### src/hdl/momentum_observer_collision_isolate_core_assert.svh
// Assertion macros for the momentum observer core.
// Used by the top level only; no other dependencies.
`ifndef MOMENTUM_OBSERVER_COLLISION_ISOLATE_CORE_ASSERT_SVH
`define MOMENTUM_OBSERVER_COLLISION_ISOLATE_CORE_ASSERT_SVH

// same-cycle implication
`define MOCOL_ASSERT_IMPL(name, clk, rst, ante, cons) \
   name: assert property (@(posedge clk) disable iff (rst) (ante) |-> (cons)) \
      else $error("%m: implication failed");

// next-cycle implication
`define MOCOL_ASSERT_NEXT(name, clk, rst, ante, cons) \
   name: assert property (@(posedge clk) disable iff (rst) (ante) |=> (cons)) \
      else $error("%m: next-cycle implication failed");

`endif

### src/hdl/mocol_pkg.sv
// Shared types, constants and helper functions for the momentum observer core.
// No dependencies; imported by the controller, datapath and top level.
`default_nettype none

package mocol_pkg;

   localparam int JOINTS      = 4;
   localparam int JW          = (JOINTS > 1) ? $clog2(JOINTS) : 1;
   localparam int DATA_W      = 32;
   localparam int STEP_W      = 24;
   localparam int GAIN_W      = 32;
   localparam int THR_W       = 31;
   localparam int SUM_W       = 34;
   localparam int DIFF_W      = 33;
   localparam int MA_W        = 18;
   localparam int MB_W        = 33;
   localparam int PROD_W      = MA_W + MB_W;
   localparam int ACC_W       = 66;
   localparam int CONTACT_W   = 3;
   localparam int CSR_IDX_W   = 2;
   localparam int STEP_SHIFT  = 24;
   localparam int GAIN_SHIFT  = 16;
   localparam int SUM_SPLIT   = 17;
   localparam int DIFF_SPLIT  = 16;

   localparam logic [STEP_W-1:0] STEP_TIME_RST = 24'd16777;
   localparam logic [GAIN_W-1:0] GAIN_RST      = 32'd6553600;
   localparam logic [THR_W-1:0]  THR_RST       = 31'd98304;

   typedef enum logic [CSR_IDX_W-1:0] {
      CSR_STEP_TIME         = 2'd0,
      CSR_OBSERVER_GAIN     = 2'd1,
      CSR_CONTACT_THRESHOLD = 2'd2
   } csr_index_type;

   typedef enum logic [3:0] {
      OP_NONE    = 4'd0,
      OP_CAPTURE = 4'd1,
      OP_SUM     = 4'd2,
      OP_MLO     = 4'd3,
      OP_MHI     = 4'd4,
      OP_IACC    = 4'd5,
      OP_INTEG   = 4'd6,
      OP_DIFF    = 4'd7,
      OP_GLO     = 4'd8,
      OP_GHI     = 4'd9,
      OP_GACC    = 4'd10,
      OP_RES     = 4'd11,
      OP_OUT     = 4'd12
   } dp_op_type;

   typedef struct packed {
      dp_op_type         op;
      logic [JW-1:0]     joint;
   } dp_cmd_type;

   typedef logic [JOINTS-1:0][DATA_W-1:0] joint_vec_type;

   // clamp a wide signed value to the signed 32-bit range
   function automatic logic [DATA_W-1:0] sat_s32(input logic signed [ACC_W-1:0] v);
      logic [ACC_W-DATA_W:0] top;
      top = v[ACC_W-1:DATA_W-1];
      if ((&top) || !(|top)) begin
         return v[DATA_W-1:0];
      end else if (v[ACC_W-1]) begin
         return {1'b1, {(DATA_W-1){1'b0}}};
      end else begin
         return {1'b0, {(DATA_W-1){1'b1}}};
      end
   endfunction

   // highest flagged joint counted from one, zero when none
   function automatic logic [CONTACT_W-1:0] contact_of(input logic [JOINTS-1:0] mask);
      logic [CONTACT_W-1:0] c;
      c = '0;
      for (int i = 0; i < JOINTS; i++) begin
         if (mask[i]) begin
            c = CONTACT_W'(i + 1);
         end
      end
      return c;
   endfunction

endpackage

`default_nettype wire

### src/hdl/mocol_ctrl.sv
// Sequencer for the momentum observer: steps each joint through the shared
// multiplier and owns the request and result handshakes. Depends on mocol_pkg.
`default_nettype none

module mocol_ctrl (
   input  wire                  clock,
   input  wire                  reset,
   input  wire                  req_valid,
   output logic                 req_stall,
   output logic                 rsp_valid,
   input  wire                  rsp_stall,
   output mocol_pkg::dp_cmd_type cmd
);
   import mocol_pkg::*;

   typedef enum logic [11:0] {
      ST_IDLE  = 12'b0000_0000_0001,
      ST_SUM   = 12'b0000_0000_0010,
      ST_MLO   = 12'b0000_0000_0100,
      ST_MHI   = 12'b0000_0000_1000,
      ST_IACC  = 12'b0000_0001_0000,
      ST_INTEG = 12'b0000_0010_0000,
      ST_DIFF  = 12'b0000_0100_0000,
      ST_GLO   = 12'b0000_1000_0000,
      ST_GHI   = 12'b0001_0000_0000,
      ST_GACC  = 12'b0010_0000_0000,
      ST_RES   = 12'b0100_0000_0000,
      ST_DONE  = 12'b1000_0000_0000
   } state_type;

   state_type     state_ff, state_in;
   logic [JW-1:0] joint_ff, joint_in;
   logic          rsp_valid_ff, rsp_valid_in;

   assign req_stall = (state_ff != ST_IDLE);
   assign rsp_valid = rsp_valid_ff;

   always_comb begin
      state_in     = state_ff;
      joint_in     = joint_ff;
      rsp_valid_in = rsp_valid_ff && rsp_stall;
      cmd.op       = OP_NONE;
      cmd.joint    = joint_ff;
      case (state_ff)
         ST_IDLE: begin
            if (req_valid) begin
               cmd.op   = OP_CAPTURE;
               joint_in = '0;
               state_in = ST_SUM;
            end
         end
         ST_SUM: begin
            cmd.op   = OP_SUM;
            state_in = ST_MLO;
         end
         ST_MLO: begin
            cmd.op   = OP_MLO;
            state_in = ST_MHI;
         end
         ST_MHI: begin
            cmd.op   = OP_MHI;
            state_in = ST_IACC;
         end
         ST_IACC: begin
            cmd.op   = OP_IACC;
            state_in = ST_INTEG;
         end
         ST_INTEG: begin
            cmd.op   = OP_INTEG;
            state_in = ST_DIFF;
         end
         ST_DIFF: begin
            cmd.op   = OP_DIFF;
            state_in = ST_GLO;
         end
         ST_GLO: begin
            cmd.op   = OP_GLO;
            state_in = ST_GHI;
         end
         ST_GHI: begin
            cmd.op   = OP_GHI;
            state_in = ST_GACC;
         end
         ST_GACC: begin
            cmd.op   = OP_GACC;
            state_in = ST_RES;
         end
         ST_RES: begin
            cmd.op = OP_RES;
            if (joint_ff == JW'(JOINTS - 1)) begin
               state_in = ST_DONE;
            end else begin
               joint_in = joint_ff + 1'b1;
               state_in = ST_SUM;
            end
         end
         ST_DONE: begin
            // hold until the previous result has gone
            if (!rsp_valid_ff || !rsp_stall) begin
               cmd.op       = OP_OUT;
               rsp_valid_in = 1'b1;
               state_in     = ST_IDLE;
            end
         end
         default: begin
            state_in = ST_IDLE;
         end
      endcase
   end

   always_ff @(posedge clock) begin
      if (reset) begin
         state_ff     <= ST_IDLE;
         joint_ff     <= '0;
         rsp_valid_ff <= 1'b0;
      end else begin
         state_ff     <= state_in;
         joint_ff     <= joint_in;
         rsp_valid_ff <= rsp_valid_in;
      end
   end

endmodule

`default_nettype wire

### src/hdl/mocol_dpath.sv
// Datapath of the momentum observer: control registers, per-joint state, the
// shared 18x33 multiplier with accumulator, and the result registers. Depends on mocol_pkg.
`default_nettype none

module mocol_dpath (
   input  wire                             clock,
   input  wire                             reset,
   input  mocol_pkg::dp_cmd_type           cmd,
   input  wire                             csr_we,
   input  wire [mocol_pkg::CSR_IDX_W-1:0]  csr_index,
   input  wire [mocol_pkg::DATA_W-1:0]     csr_data,
   input  mocol_pkg::joint_vec_type        req_momentum,
   input  mocol_pkg::joint_vec_type        req_drive_torque,
   input  mocol_pkg::joint_vec_type        req_gravity_torque,
   output mocol_pkg::joint_vec_type        rsp_residual,
   output logic [mocol_pkg::JOINTS-1:0]    rsp_over_mask,
   output logic [mocol_pkg::CONTACT_W-1:0] rsp_contact_joint
);
   import mocol_pkg::*;

   logic [STEP_W-1:0]         step_ff;
   logic [GAIN_W-1:0]         gain_ff;
   logic [THR_W-1:0]          thr_ff;

   joint_vec_type             mom_ff, mom_in;
   joint_vec_type             tau_ff, tau_in;
   joint_vec_type             grav_ff, grav_in;
   joint_vec_type             integ_ff, integ_in;
   joint_vec_type             last_res_ff, last_res_in;
   logic [JOINTS-1:0]         mask_ff, mask_in;

   logic signed [SUM_W-1:0]   sum_ff, sum_in;
   logic signed [DIFF_W-1:0]  diff_ff, diff_in;
   logic signed [PROD_W-1:0]  prod_ff, prod_in;
   logic signed [ACC_W-1:0]   acc_ff, acc_in;

   joint_vec_type             res_out_ff, res_out_in;
   logic [JOINTS-1:0]         mask_out_ff, mask_out_in;
   logic [CONTACT_W-1:0]      contact_ff, contact_in;

   logic signed [MA_W-1:0]    mul_a;
   logic signed [MB_W-1:0]    mul_b;
   logic signed [PROD_W-1:0]  mul_p;
   logic signed [ACC_W-1:0]   prod_ext;
   logic signed [ACC_W-1:0]   integ_sum;
   logic [DATA_W-1:0]         integ_rd;
   logic [DATA_W-1:0]         res_val;

   assign rsp_residual      = res_out_ff;
   assign rsp_over_mask     = mask_out_ff;
   assign rsp_contact_joint = contact_ff;

   assign integ_rd = integ_ff[cmd.joint];
   assign prod_ext = $signed({{(ACC_W-PROD_W){prod_ff[PROD_W-1]}}, prod_ff});
   assign integ_sum = $signed({{(ACC_W-DATA_W){integ_rd[DATA_W-1]}}, integ_rd})
                      + (acc_ff >>> STEP_SHIFT);
   assign res_val   = sat_s32(acc_ff >>> GAIN_SHIFT);

   // operand select for the shared multiplier
   always_comb begin
      mul_a = '0;
      mul_b = '0;
      case (cmd.op)
         OP_MLO: begin
            mul_a = $signed({1'b0, sum_ff[SUM_SPLIT-1:0]});
            mul_b = $signed({{(MB_W-STEP_W){1'b0}}, step_ff});
         end
         OP_MHI: begin
            mul_a = $signed({sum_ff[SUM_W-1], sum_ff[SUM_W-1:SUM_SPLIT]});
            mul_b = $signed({{(MB_W-STEP_W){1'b0}}, step_ff});
         end
         OP_GLO: begin
            mul_a = $signed({{(MA_W-DIFF_SPLIT){1'b0}}, diff_ff[DIFF_SPLIT-1:0]});
            mul_b = $signed({1'b0, gain_ff});
         end
         OP_GHI: begin
            mul_a = $signed({diff_ff[DIFF_W-1], diff_ff[DIFF_W-1:DIFF_SPLIT]});
            mul_b = $signed({1'b0, gain_ff});
         end
         default: begin
            mul_a = '0;
            mul_b = '0;
         end
      endcase
   end

   assign mul_p = mul_a * mul_b;

   always_comb begin
      mom_in      = mom_ff;
      tau_in      = tau_ff;
      grav_in     = grav_ff;
      integ_in    = integ_ff;
      last_res_in = last_res_ff;
      mask_in     = mask_ff;
      sum_in      = sum_ff;
      diff_in     = diff_ff;
      prod_in     = prod_ff;
      acc_in      = acc_ff;
      res_out_in  = res_out_ff;
      mask_out_in = mask_out_ff;
      contact_in  = contact_ff;
      case (cmd.op)
         OP_CAPTURE: begin
            mom_in  = req_momentum;
            tau_in  = req_drive_torque;
            grav_in = req_gravity_torque;
            mask_in = '0;
         end
         OP_SUM: begin
            sum_in = $signed({{(SUM_W-DATA_W){tau_ff[cmd.joint][DATA_W-1]}},
                              tau_ff[cmd.joint]})
                   - $signed({{(SUM_W-DATA_W){grav_ff[cmd.joint][DATA_W-1]}},
                              grav_ff[cmd.joint]})
                   + $signed({{(SUM_W-DATA_W){last_res_ff[cmd.joint][DATA_W-1]}},
                              last_res_ff[cmd.joint]});
         end
         OP_MLO, OP_GLO: begin
            prod_in = mul_p;
         end
         OP_MHI, OP_GHI: begin
            // low partial product moves to the accumulator
            prod_in = mul_p;
            acc_in  = prod_ext;
         end
         OP_IACC: begin
            acc_in = acc_ff + (prod_ext <<< SUM_SPLIT);
         end
         OP_INTEG: begin
            integ_in[cmd.joint] = sat_s32(integ_sum);
         end
         OP_DIFF: begin
            diff_in = $signed({mom_ff[cmd.joint][DATA_W-1], mom_ff[cmd.joint]})
                    - $signed({integ_rd[DATA_W-1], integ_rd});
         end
         OP_GACC: begin
            acc_in = acc_ff + (prod_ext <<< DIFF_SPLIT);
         end
         OP_RES: begin
            last_res_in[cmd.joint] = res_val;
            mask_in[cmd.joint]     = $signed(res_val) > $signed({1'b0, thr_ff});
         end
         OP_OUT: begin
            res_out_in  = last_res_ff;
            mask_out_in = mask_ff;
            contact_in  = contact_of(mask_ff);
         end
         default: begin
            mask_in = mask_ff;
         end
      endcase
   end

   always_ff @(posedge clock) begin
      if (reset) begin
         step_ff     <= STEP_TIME_RST;
         gain_ff     <= GAIN_RST;
         thr_ff      <= THR_RST;
         integ_ff    <= '0;
         last_res_ff <= '0;
      end else begin
         if (csr_we) begin
            case (csr_index)
               CSR_STEP_TIME:         step_ff <= csr_data[STEP_W-1:0];
               CSR_OBSERVER_GAIN:     gain_ff <= csr_data[GAIN_W-1:0];
               CSR_CONTACT_THRESHOLD: thr_ff  <= csr_data[THR_W-1:0];
               default:               thr_ff  <= thr_ff;
            endcase
         end
         integ_ff    <= integ_in;
         last_res_ff <= last_res_in;
      end
   end

   always_ff @(posedge clock) begin
      mom_ff      <= mom_in;
      tau_ff      <= tau_in;
      grav_ff     <= grav_in;
      mask_ff     <= mask_in;
      sum_ff      <= sum_in;
      diff_ff     <= diff_in;
      prod_ff     <= prod_in;
      acc_ff      <= acc_in;
      res_out_ff  <= res_out_in;
      mask_out_ff <= mask_out_in;
      contact_ff  <= contact_in;
   end

endmodule

`default_nettype wire

### src/hdl/momentum_observer_collision_isolate_core.sv
// Top level of the momentum observer with collision isolation.
// Depends on mocol_pkg, mocol_ctrl, mocol_dpath and the assertion header.
//
//  Channel | Handshake               | Payload
//  --------+-------------------------+------------------------------------------
//  req     | req_valid / req_stall   | momentum, drive torque, gravity per joint
//  rsp     | rsp_valid / rsp_stall   | residual per joint, over_mask, contact
//  csr     | csr_valid / csr_ready   | csr_index, csr_data
//
// rsp_valid rises once each joint has passed through the single shared 18x33
// multiplier (two partial products for the integral, two for the gain) and the
// output registers have been loaded; a new request is accepted only after that.
// A result waits in its output register while the next request is accepted.
// Reset is synchronous; the integrals and residuals clear at once, no sweep.
// csr_ready is always high; write registers only while no request is in flight.
`default_nettype none

`include "momentum_observer_collision_isolate_core_assert.svh"

module momentum_observer_collision_isolate_core (
   input  wire                             clock,
   input  wire                             reset,
   input  wire                             req_valid,
   output logic                            req_stall,
   input  wire [mocol_pkg::DATA_W-1:0]     req_momentum_0,
   input  wire [mocol_pkg::DATA_W-1:0]     req_momentum_1,
   input  wire [mocol_pkg::DATA_W-1:0]     req_momentum_2,
   input  wire [mocol_pkg::DATA_W-1:0]     req_momentum_3,
   input  wire [mocol_pkg::DATA_W-1:0]     req_drive_torque_0,
   input  wire [mocol_pkg::DATA_W-1:0]     req_drive_torque_1,
   input  wire [mocol_pkg::DATA_W-1:0]     req_drive_torque_2,
   input  wire [mocol_pkg::DATA_W-1:0]     req_drive_torque_3,
   input  wire [mocol_pkg::DATA_W-1:0]     req_gravity_torque_0,
   input  wire [mocol_pkg::DATA_W-1:0]     req_gravity_torque_1,
   input  wire [mocol_pkg::DATA_W-1:0]     req_gravity_torque_2,
   input  wire [mocol_pkg::DATA_W-1:0]     req_gravity_torque_3,
   output logic                            rsp_valid,
   input  wire                             rsp_stall,
   output logic [mocol_pkg::DATA_W-1:0]    rsp_residual_0,
   output logic [mocol_pkg::DATA_W-1:0]    rsp_residual_1,
   output logic [mocol_pkg::DATA_W-1:0]    rsp_residual_2,
   output logic [mocol_pkg::DATA_W-1:0]    rsp_residual_3,
   output logic [mocol_pkg::JOINTS-1:0]    rsp_over_mask,
   output logic [mocol_pkg::CONTACT_W-1:0] rsp_contact_joint,
   input  wire                             csr_valid,
   output logic                            csr_ready,
   input  wire [mocol_pkg::CSR_IDX_W-1:0]  csr_index,
   input  wire [mocol_pkg::DATA_W-1:0]     csr_data
);
   import mocol_pkg::*;

   dp_cmd_type    cmd;
   joint_vec_type req_mom;
   joint_vec_type req_tau;
   joint_vec_type req_grav;
   joint_vec_type rsp_res;

   assign csr_ready = 1'b1;

   assign req_mom  = {req_momentum_3, req_momentum_2, req_momentum_1, req_momentum_0};
   assign req_tau  = {req_drive_torque_3, req_drive_torque_2,
                      req_drive_torque_1, req_drive_torque_0};
   assign req_grav = {req_gravity_torque_3, req_gravity_torque_2,
                      req_gravity_torque_1, req_gravity_torque_0};

   assign rsp_residual_0 = rsp_res[0];
   assign rsp_residual_1 = rsp_res[1];
   assign rsp_residual_2 = rsp_res[2];
   assign rsp_residual_3 = rsp_res[3];

   mocol_ctrl u_ctrl (
      .clock     (clock),
      .reset     (reset),
      .req_valid (req_valid),
      .req_stall (req_stall),
      .rsp_valid (rsp_valid),
      .rsp_stall (rsp_stall),
      .cmd       (cmd)
   );

   mocol_dpath u_dpath (
      .clock              (clock),
      .reset              (reset),
      .cmd                (cmd),
      .csr_we             (csr_valid),
      .csr_index          (csr_index),
      .csr_data           (csr_data),
      .req_momentum       (req_mom),
      .req_drive_torque   (req_tau),
      .req_gravity_torque (req_grav),
      .rsp_residual       (rsp_res),
      .rsp_over_mask      (rsp_over_mask),
      .rsp_contact_joint  (rsp_contact_joint)
   );

   // an accepted request keeps the core busy in the following cycle
   `MOCOL_ASSERT_NEXT(a_busy_after_accept, clock, reset, req_valid && !req_stall, req_stall)
   // a fresh result only appears at the end of a busy stretch
   `MOCOL_ASSERT_IMPL(a_result_after_work, clock, reset, $rose(rsp_valid), $past(req_stall))
   // contact index and mask agree on whether any joint is flagged
   `MOCOL_ASSERT_IMPL(a_contact_matches_mask, clock, reset, rsp_valid,
      (rsp_over_mask == '0) == (rsp_contact_joint == '0))
   // commands reach the datapath only while a request is in progress or accepted
   `MOCOL_ASSERT_IMPL(a_cmd_only_when_busy, clock, reset, cmd.op != OP_NONE,
      req_stall || req_valid)

endmodule

`default_nettype wire

### config.mk
export PLATFORM = sky130hd
export DESIGN_NAME = momentum_observer_collision_isolate_core
export DESIGN_NICKNAME = d
export VERILOG_FILES = /design/src/hdl/mocol_pkg.sv /design/src/hdl/mocol_ctrl.sv /design/src/hdl/mocol_dpath.sv /design/src/hdl/momentum_observer_collision_isolate_core.sv
export VERILOG_INCLUDE_DIRS = /design/src /design/src/hdl
export SDC_FILE = /design/constraint.sdc
export NUM_CORES = 2
export LEC_CHECK = 0
export ABC_CLOCK_PERIOD_IN_PS = 49800
export BUFFER_PORTS_ARGS = -buffer_cell sky130_fd_sc_hd__buf_2
export CAP_MARGIN = 15
export CORE_MARGIN = 3
export CORE_UTILIZATION = 40
export DETAILED_ROUTE_END_ITERATION = 12
export PLACE_DENSITY_LB_ADDON = 0.12
export SYNTH_ARGS = -nofsm -noshare
export SYNTH_HDL_FRONTEND = slang
export SYNTH_SLANG_ARGS = --single-unit
### constraint.sdc
create_clock -name clock -period 49.8 [get_ports clock]
set_input_delay 4.98 -clock clock [delete_from_list [all_inputs] [get_ports clock]]
set_output_delay 4.98 -clock clock [all_outputs]
set_load 0.005 [all_outputs]
======== Word level (Yosys, flattened, before mapping) ========
Cells that the tools add are included.
Widths: inputs -> output; s select.
storage, ports and cells
  register bits after elaboration ......... 1065
  input bits .............................. 423
  output and inout bits ................... 138
  logic and storage cells ................. 146
cells by class
  add/sub/neg operators ................... 7
  multipliers ............................. 1
  $lt $le $gt $ge ......................... 3
  eq/ne operators ......................... 31
  muxes and demuxes ....................... 41
  reduce and logical (&&, ||, !) cells .... 26
operator list
  kind                  number
  $mux 32               11
  $bmux 32 s2           5
  $bwmux 128            2
  $pmux 66 s3           1
  $pmux 12 s12          1
  $add 66x66->66        2
  $pmux 18 s4           1
  $sub 32x32->33        2
  $demux 32 s2          1
  $pmux 32 s2           1
  $mul 18x33->51        1
  $pmux 4 s12           1
  $add 32x42->43        1
  $mux 12               3
  $reduce_and 35->1     1
  $reduce_or 35->1      1
  $add 33x32->34        1
  $gt 32x32->1          1
  $eq 4x4->1 const B    5
  $reduce_and 19->1     1
  $reduce_or 19->1      1
  $eq 4x3->1 const B    4
  $eq 12x1->1 const B   1
  $eq 12x10->1 const B  1
  37 further kinds      59

======== Logic depth before layout (Yosys ltp) ========
  depth after elaboration ................. 9
  gate-level depth with buffers ........... 37

======== Hierarchy ========
From an unflattened synthesis, not the netlist that was laid out.
second synthesis, totals
  cell total of the unflattened synthesis .. 6604
  area, all modules ....................... 69937.1 µm²
by module, submodules not included
  module                                    instances  cells each  area an instance (µm²)
  mocol_dpath                               1          6491        69007.4
  mocol_ctrl                                1          111         918.4
  momentum_observer_collision_isolate_core  1          2           11.3

======== Worst setup path before layout ========
OpenSTA, ideal clock, no wires.
  path type ............................... input-to-reg
  start point ............................. in req_valid
  end point ............................... reg u_dpath.grav_ff[0] in the netlist's numbering (enable)
  data arrival time ....................... 20.769 ns
  required time ........................... 48.660 ns
  slack ................................... 27.890 ns
  cell stages on the path ................. 2
  buffers on the path ..................... 0
  path through ............................ inv_1 > nor2_1
between the ends
  longest elaborated chain between the ends .. 3
ends and longest elaborated chain
  what                  line                                            text
  from (decl)           momentum_observer_collision_isolate_core.sv:23  input wire req_valid,
  $mux 1                mocol_ctrl.sv:46                                if (req_valid) begin
  $pmux 4 s12           mocol_ctrl.sv:44                                case (state_ff)
  $eq 4x1->1            mocol_dpath.sv:103                              case (cmd.op)
  to (signal assigned)  mocol_dpath.sv:178                              grav_ff <= grav_in;
  to (decl)             mocol_dpath.sv:27                               joint_vec_type grav_ff, grav_in;
Every way passes these cells.
A chain may end at the register's enable or synchronous reset.

======== Worst setup path in the final report ========
  start point ............................. reg u_ctrl.state_ff[2]
  end point ............................... reg u_dpath.prod_ff[49] (data pin)
between the ends
  longest elaborated chain between the ends .. 6
  elaborated cells between the ends (all ways) .. 22
  classes of those cells .................. mul (1); eq/ne (16); mux (3); reduce/logical (2)
ends and longest elaborated chain
  what                                  line                text
  from (decl)                           mocol_ctrl.sv:31    state_type state_ff, state_in;
  from (signal assigned)                mocol_ctrl.sv:117   state_ff <= state_in;
  $eq 12x12->1 (tied with other cells)  mocol_ctrl.sv:44
  $pmux 4 s12 *                         mocol_ctrl.sv:44
  $eq 4x4->1 (tied with other cells)    mocol_dpath.sv:63   case (cmd.op)
  $reduce_or 2->1 (no line)             -
  $pmux 32 s2                           mocol_dpath.sv:63
  $mul 18x33->51 *                      mocol_dpath.sv:87   assign mul_p = mul_a * mul_b;
  net u_dpath.mul_p[49]                 mocol_dpath.sv:43   logic signed [PROD_W-1:0] mul_p;
  to (signal assigned)                  mocol_dpath.sv:182  prod_ff <= prod_in;
  to (decl)                             mocol_dpath.sv:34   logic signed [PROD_W-1:0] prod_ff, prod_in;
Mark *: on every way through the listed nets, which the timed path passes. The rest lies on a longest branch.

==> run_results.csv <==
group,metric,value,unit
synth,synth_top_family_by_area,"adder cells",
setup_path,crit_path_end_kind,"flop",
die,die_w,420,µm
clocking,clock_path_buffers,3,
synth,synth_fp_nets,7732,
die,start_util,40.4,%
setup_path,critPathLaunchType,"flop",
timing,finalSetupTns,0,ns
timing,fin_crit,10.47,ns
synth,synth_edf_count,691,
routing,drtIter0Drc,4428,
die,die_area,177000,µm²
setup_path,path_buf_inv,4,
routing,vias,50800,
placed_design,dp_hpwl,180,mm
global_routing,grt_pass1_vias,50900,
setup_path,cp_top_family,"adder cells",
pwr,p_leak,31.1,nW
synth,syn_inst,6392,
synth,ys_types,83,
timing,timing.slew.headroom,18.9,%
routing,drc_errors,0,
synth,synth_adder_area_share,22.4,%
global_routing,grt_max_degree,85,
setup_path,cp_slowest_cell,"and4b_1",
synth,postSynth.asyncResetShare,0,%
die,rows,151,
pwr,vdd.ir_drop.worst,32.2,µV
clocking,holdBufCountCts,0,
pwr,p_total,1.95,mW
setup_path,critPathMaxFanout,65,
routing,wl_per_cell,25.6,µm
min_path,min_path_type,"reg -> reg",
timing,maxSlewViolCount,0,
synth,synth-compound-area-share,11.8,%
global_routing,grt_use_total,26.4,%
setup_path,worstPathRequired,50.27,ns
cells_and_area,regArea,27900,µm²
setup_path,arrival,10.94,ns
outcome,status,"finished, final reports clean",
routing,first_pass_iters,7,
routing,via_per_inst,5.53,
synth,synthXorXnorAreaFrac,2.83,%
synth,yosys_warnings,0,
flow_run,maxCapViolations,0,
synth,synth_mux_area_share,5.43,%
cells_and_area,n_fill_cell,16000,
setup_path,critical_path_depth,31,
synth,yosys-top-cells-area,"edfxtp_1 (30%), fa_1 (15%), dfxtp_1 (10%), ha_1 (7.3%), mux4_2 (5.3%)",
timing,finalSetupViolations,0,
synth,yosys.area.top_type_share,30.2,%
timing,worst_pin_slew,1.22,ns
placed_design,gp_congestion,0.930,
clocking,numClockSinks,1049,
cells_and_area,nets,8206,
synth,synth_top_area_cell,"edfxtp_1",
setup_path,slowest_delay,0.78,ns
timing,skew,0.0299,ns
placed_design,portBuffers,559,
clocking,cts_tree,"yes",
timing,rsz0062_at_grt,"false",
clocking,cts_resized,0,
die,fp.dieH,420,µm
cells_and_area,multi_input_area,36500,µm²
clocking,numCtsBuffers,110,
clocking,clock_latency,0.74,ns
clocking,clk_pin_slew,0.06,ns
die,core_area,170000,µm²
synth,ys.flop_type,"edfxtp_1",
setup_path,critPathKind,"reg -> reg",
setup_path,cpMostUsedCell,"fa_1",
synth,ys_seq_area_share,40.7,%
routing,postRouteAntennaNets,0,
clocking,htreeDepth,3,
setup_path,ff2ff_path_depth,31,
cells_and_area,drive_above_1_share,15.1,%
timing,fmaxAchievable,0.0955,GHz
global_routing,grt_pass1_wl,344,mm
synth,syn_area,68600,µm²
cells_and_area,area_delta_synth_final,12.9,%
clocking,post_cts_buffers,0,
min_path,whs_path_depth,0,
global_routing,grt_overflow,0,
synth,syn_area_per_cell,10.7,µm²
synth,synth_most_common_cell,"inv_1",
synth,synth_common_cells,"inv_1 (862), edfxtp_1 (691), nand2_1 (648)",
clocking,clockRootBuffer,"clkbuf_16",
routing,totalWireLength,235,mm
die,ioPinCount,561,
synth,yosys.area_share.simple,10.6,%
pwr,power_density,25.2,nW/µm²
global_routing,antenna_found_initial,32,
timing,fin_crit_sh,21.0,%
synth,ys_seq_elements,1049,
timing,timing.final.hold_violations,0,
-- where the power goes --
group / switching, mW / total (mW) / internal (mW)
combinational: 0.0913 / 0.146 / 0.0548
sequential: 0.0116 / 0.977 / 0.965
clock: 0.367 / 0.831 / 0.464
total: 0.470 / 1.95 / 1.48
-- sequential cells by signal, summed over array words and instances (netlist names) --
| name | count |
|---|---|
| u_dpath.grav_ff | 128 |
| u_dpath.integ_ff | 128 |
| u_dpath.last_res_ff | 128 |
| u_dpath.mom_ff | 128 |
| u_dpath.rsp_residual | 128 |
| u_dpath.tau_ff | 128 |
| u_dpath.prod_ff | 51 |
| u_dpath.acc_ff | 50 |
| u_dpath.sum_ff | 34 |
| u_dpath.diff_ff | 33 |
| u_dpath.gain_ff | 32 |
| u_dpath.thr_ff | 31 |
| u_dpath.step_ff | 24 |
| u_ctrl.state_ff | 12 |
| u_dpath.mask_ff | 4 |
| u_dpath.rsp_over_mask | 4 |
| u_dpath.rsp_contact_joint | 3 |
| u_ctrl.joint_ff | 2 |
| u_ctrl.rsp_valid | 1 |
-- through the flow --
stage	instances	util, %	setup slack (ns)	area, µm²	hold slack, ns
after floorplan	6392	-	27.89	68600	0.424
after global placement	8972	43.5	39.60	73900	0.434
after detailed placement	8972	43.5	39.47	73900	0.439
after CTS	9179	45.6	39.43	77500	0.435
after global routing	9183	45.6	38.71	77500	0.452
final	9187	45.6	39.33	77500	0.445
-- final timing paths --
path | startpoint | end | slack, ns
worst max-delay path | u_ctrl.state_ff[2] | u_dpath.prod_ff[49] | 39.33
worst min-delay path | u_dpath.last_res_ff[98] | u_dpath.rsp_residual[98] | 0.45
worst max register to register | u_ctrl.state_ff[2] | u_dpath.prod_ff[49] | 39.33
worst min register to register | u_dpath.last_res_ff[98] | u_dpath.rsp_residual[98] | 0.45
-- placed cells by master (no fill, tap or decap), types with 17 or more instances in the layout --
cell	n
nand2_1	645
xor2_1	82
dfxtp_1	356
nor2_1	642
inv_1	862
clkbuf_16	111
o21a_1	37
nand3_1	41
ha_1	401
and3_1	33
o21ai_0	159
edfxtp_1	691
or3_1	17
o21bai_1	24
a31oi_1	24
nor3_1	26
nand4_1	35
buf_2	558
buf_4	83
clkinv_2	26
clkbuf_1	19
a22oi_1	86
xnor2_1	140
nor2b_1	36
fa_1	516
a22o_1	27
a211oi_1	270
and2_1	37
a21o_1	107
mux4_2	160
nand2b_1	44
a21oi_1	353
-- routing by layer --
| metal | track usage, % | share of wire, % | vias to the layer above |
|---|---|---|---|
| met5 | 0 | 0.068 | - |
| met4 | 10.2 | 4.2 | 26 |
| met3 | 5.42 | 7.3 | 378 |
| met2 | 42.6 | 47 | 1804 |
| met1 | 35.0 | 41 | 25600 |
| li1 | - | - | 22900 |
-- cell type report --
class	count	share of cell area [%]
Timing Repair Buffer	643	4.45
Clock inverter	66	0.794
Clock buffer	141	3.87
Sequential cell	1049	36.0
Tap cell	2218	3.58
Inverter	862	4.18
Multi-Input combinational cell	4200	47.1
Antenna cell	8	0.0258
-- cell families (layout without fill, tap and decap cells) --
family,Yosys count,after routing
and+or+nand+nor,1668,1668
AOI/OAI and AO/OA,1220,1220
buffers and inverters,1143,1712
DFF,1049,1049
adders and majority gates,917,917
xor gates and xnor gates,222,222
muxes,172,172
other,1,9
(Power assumes the default switching activity.)
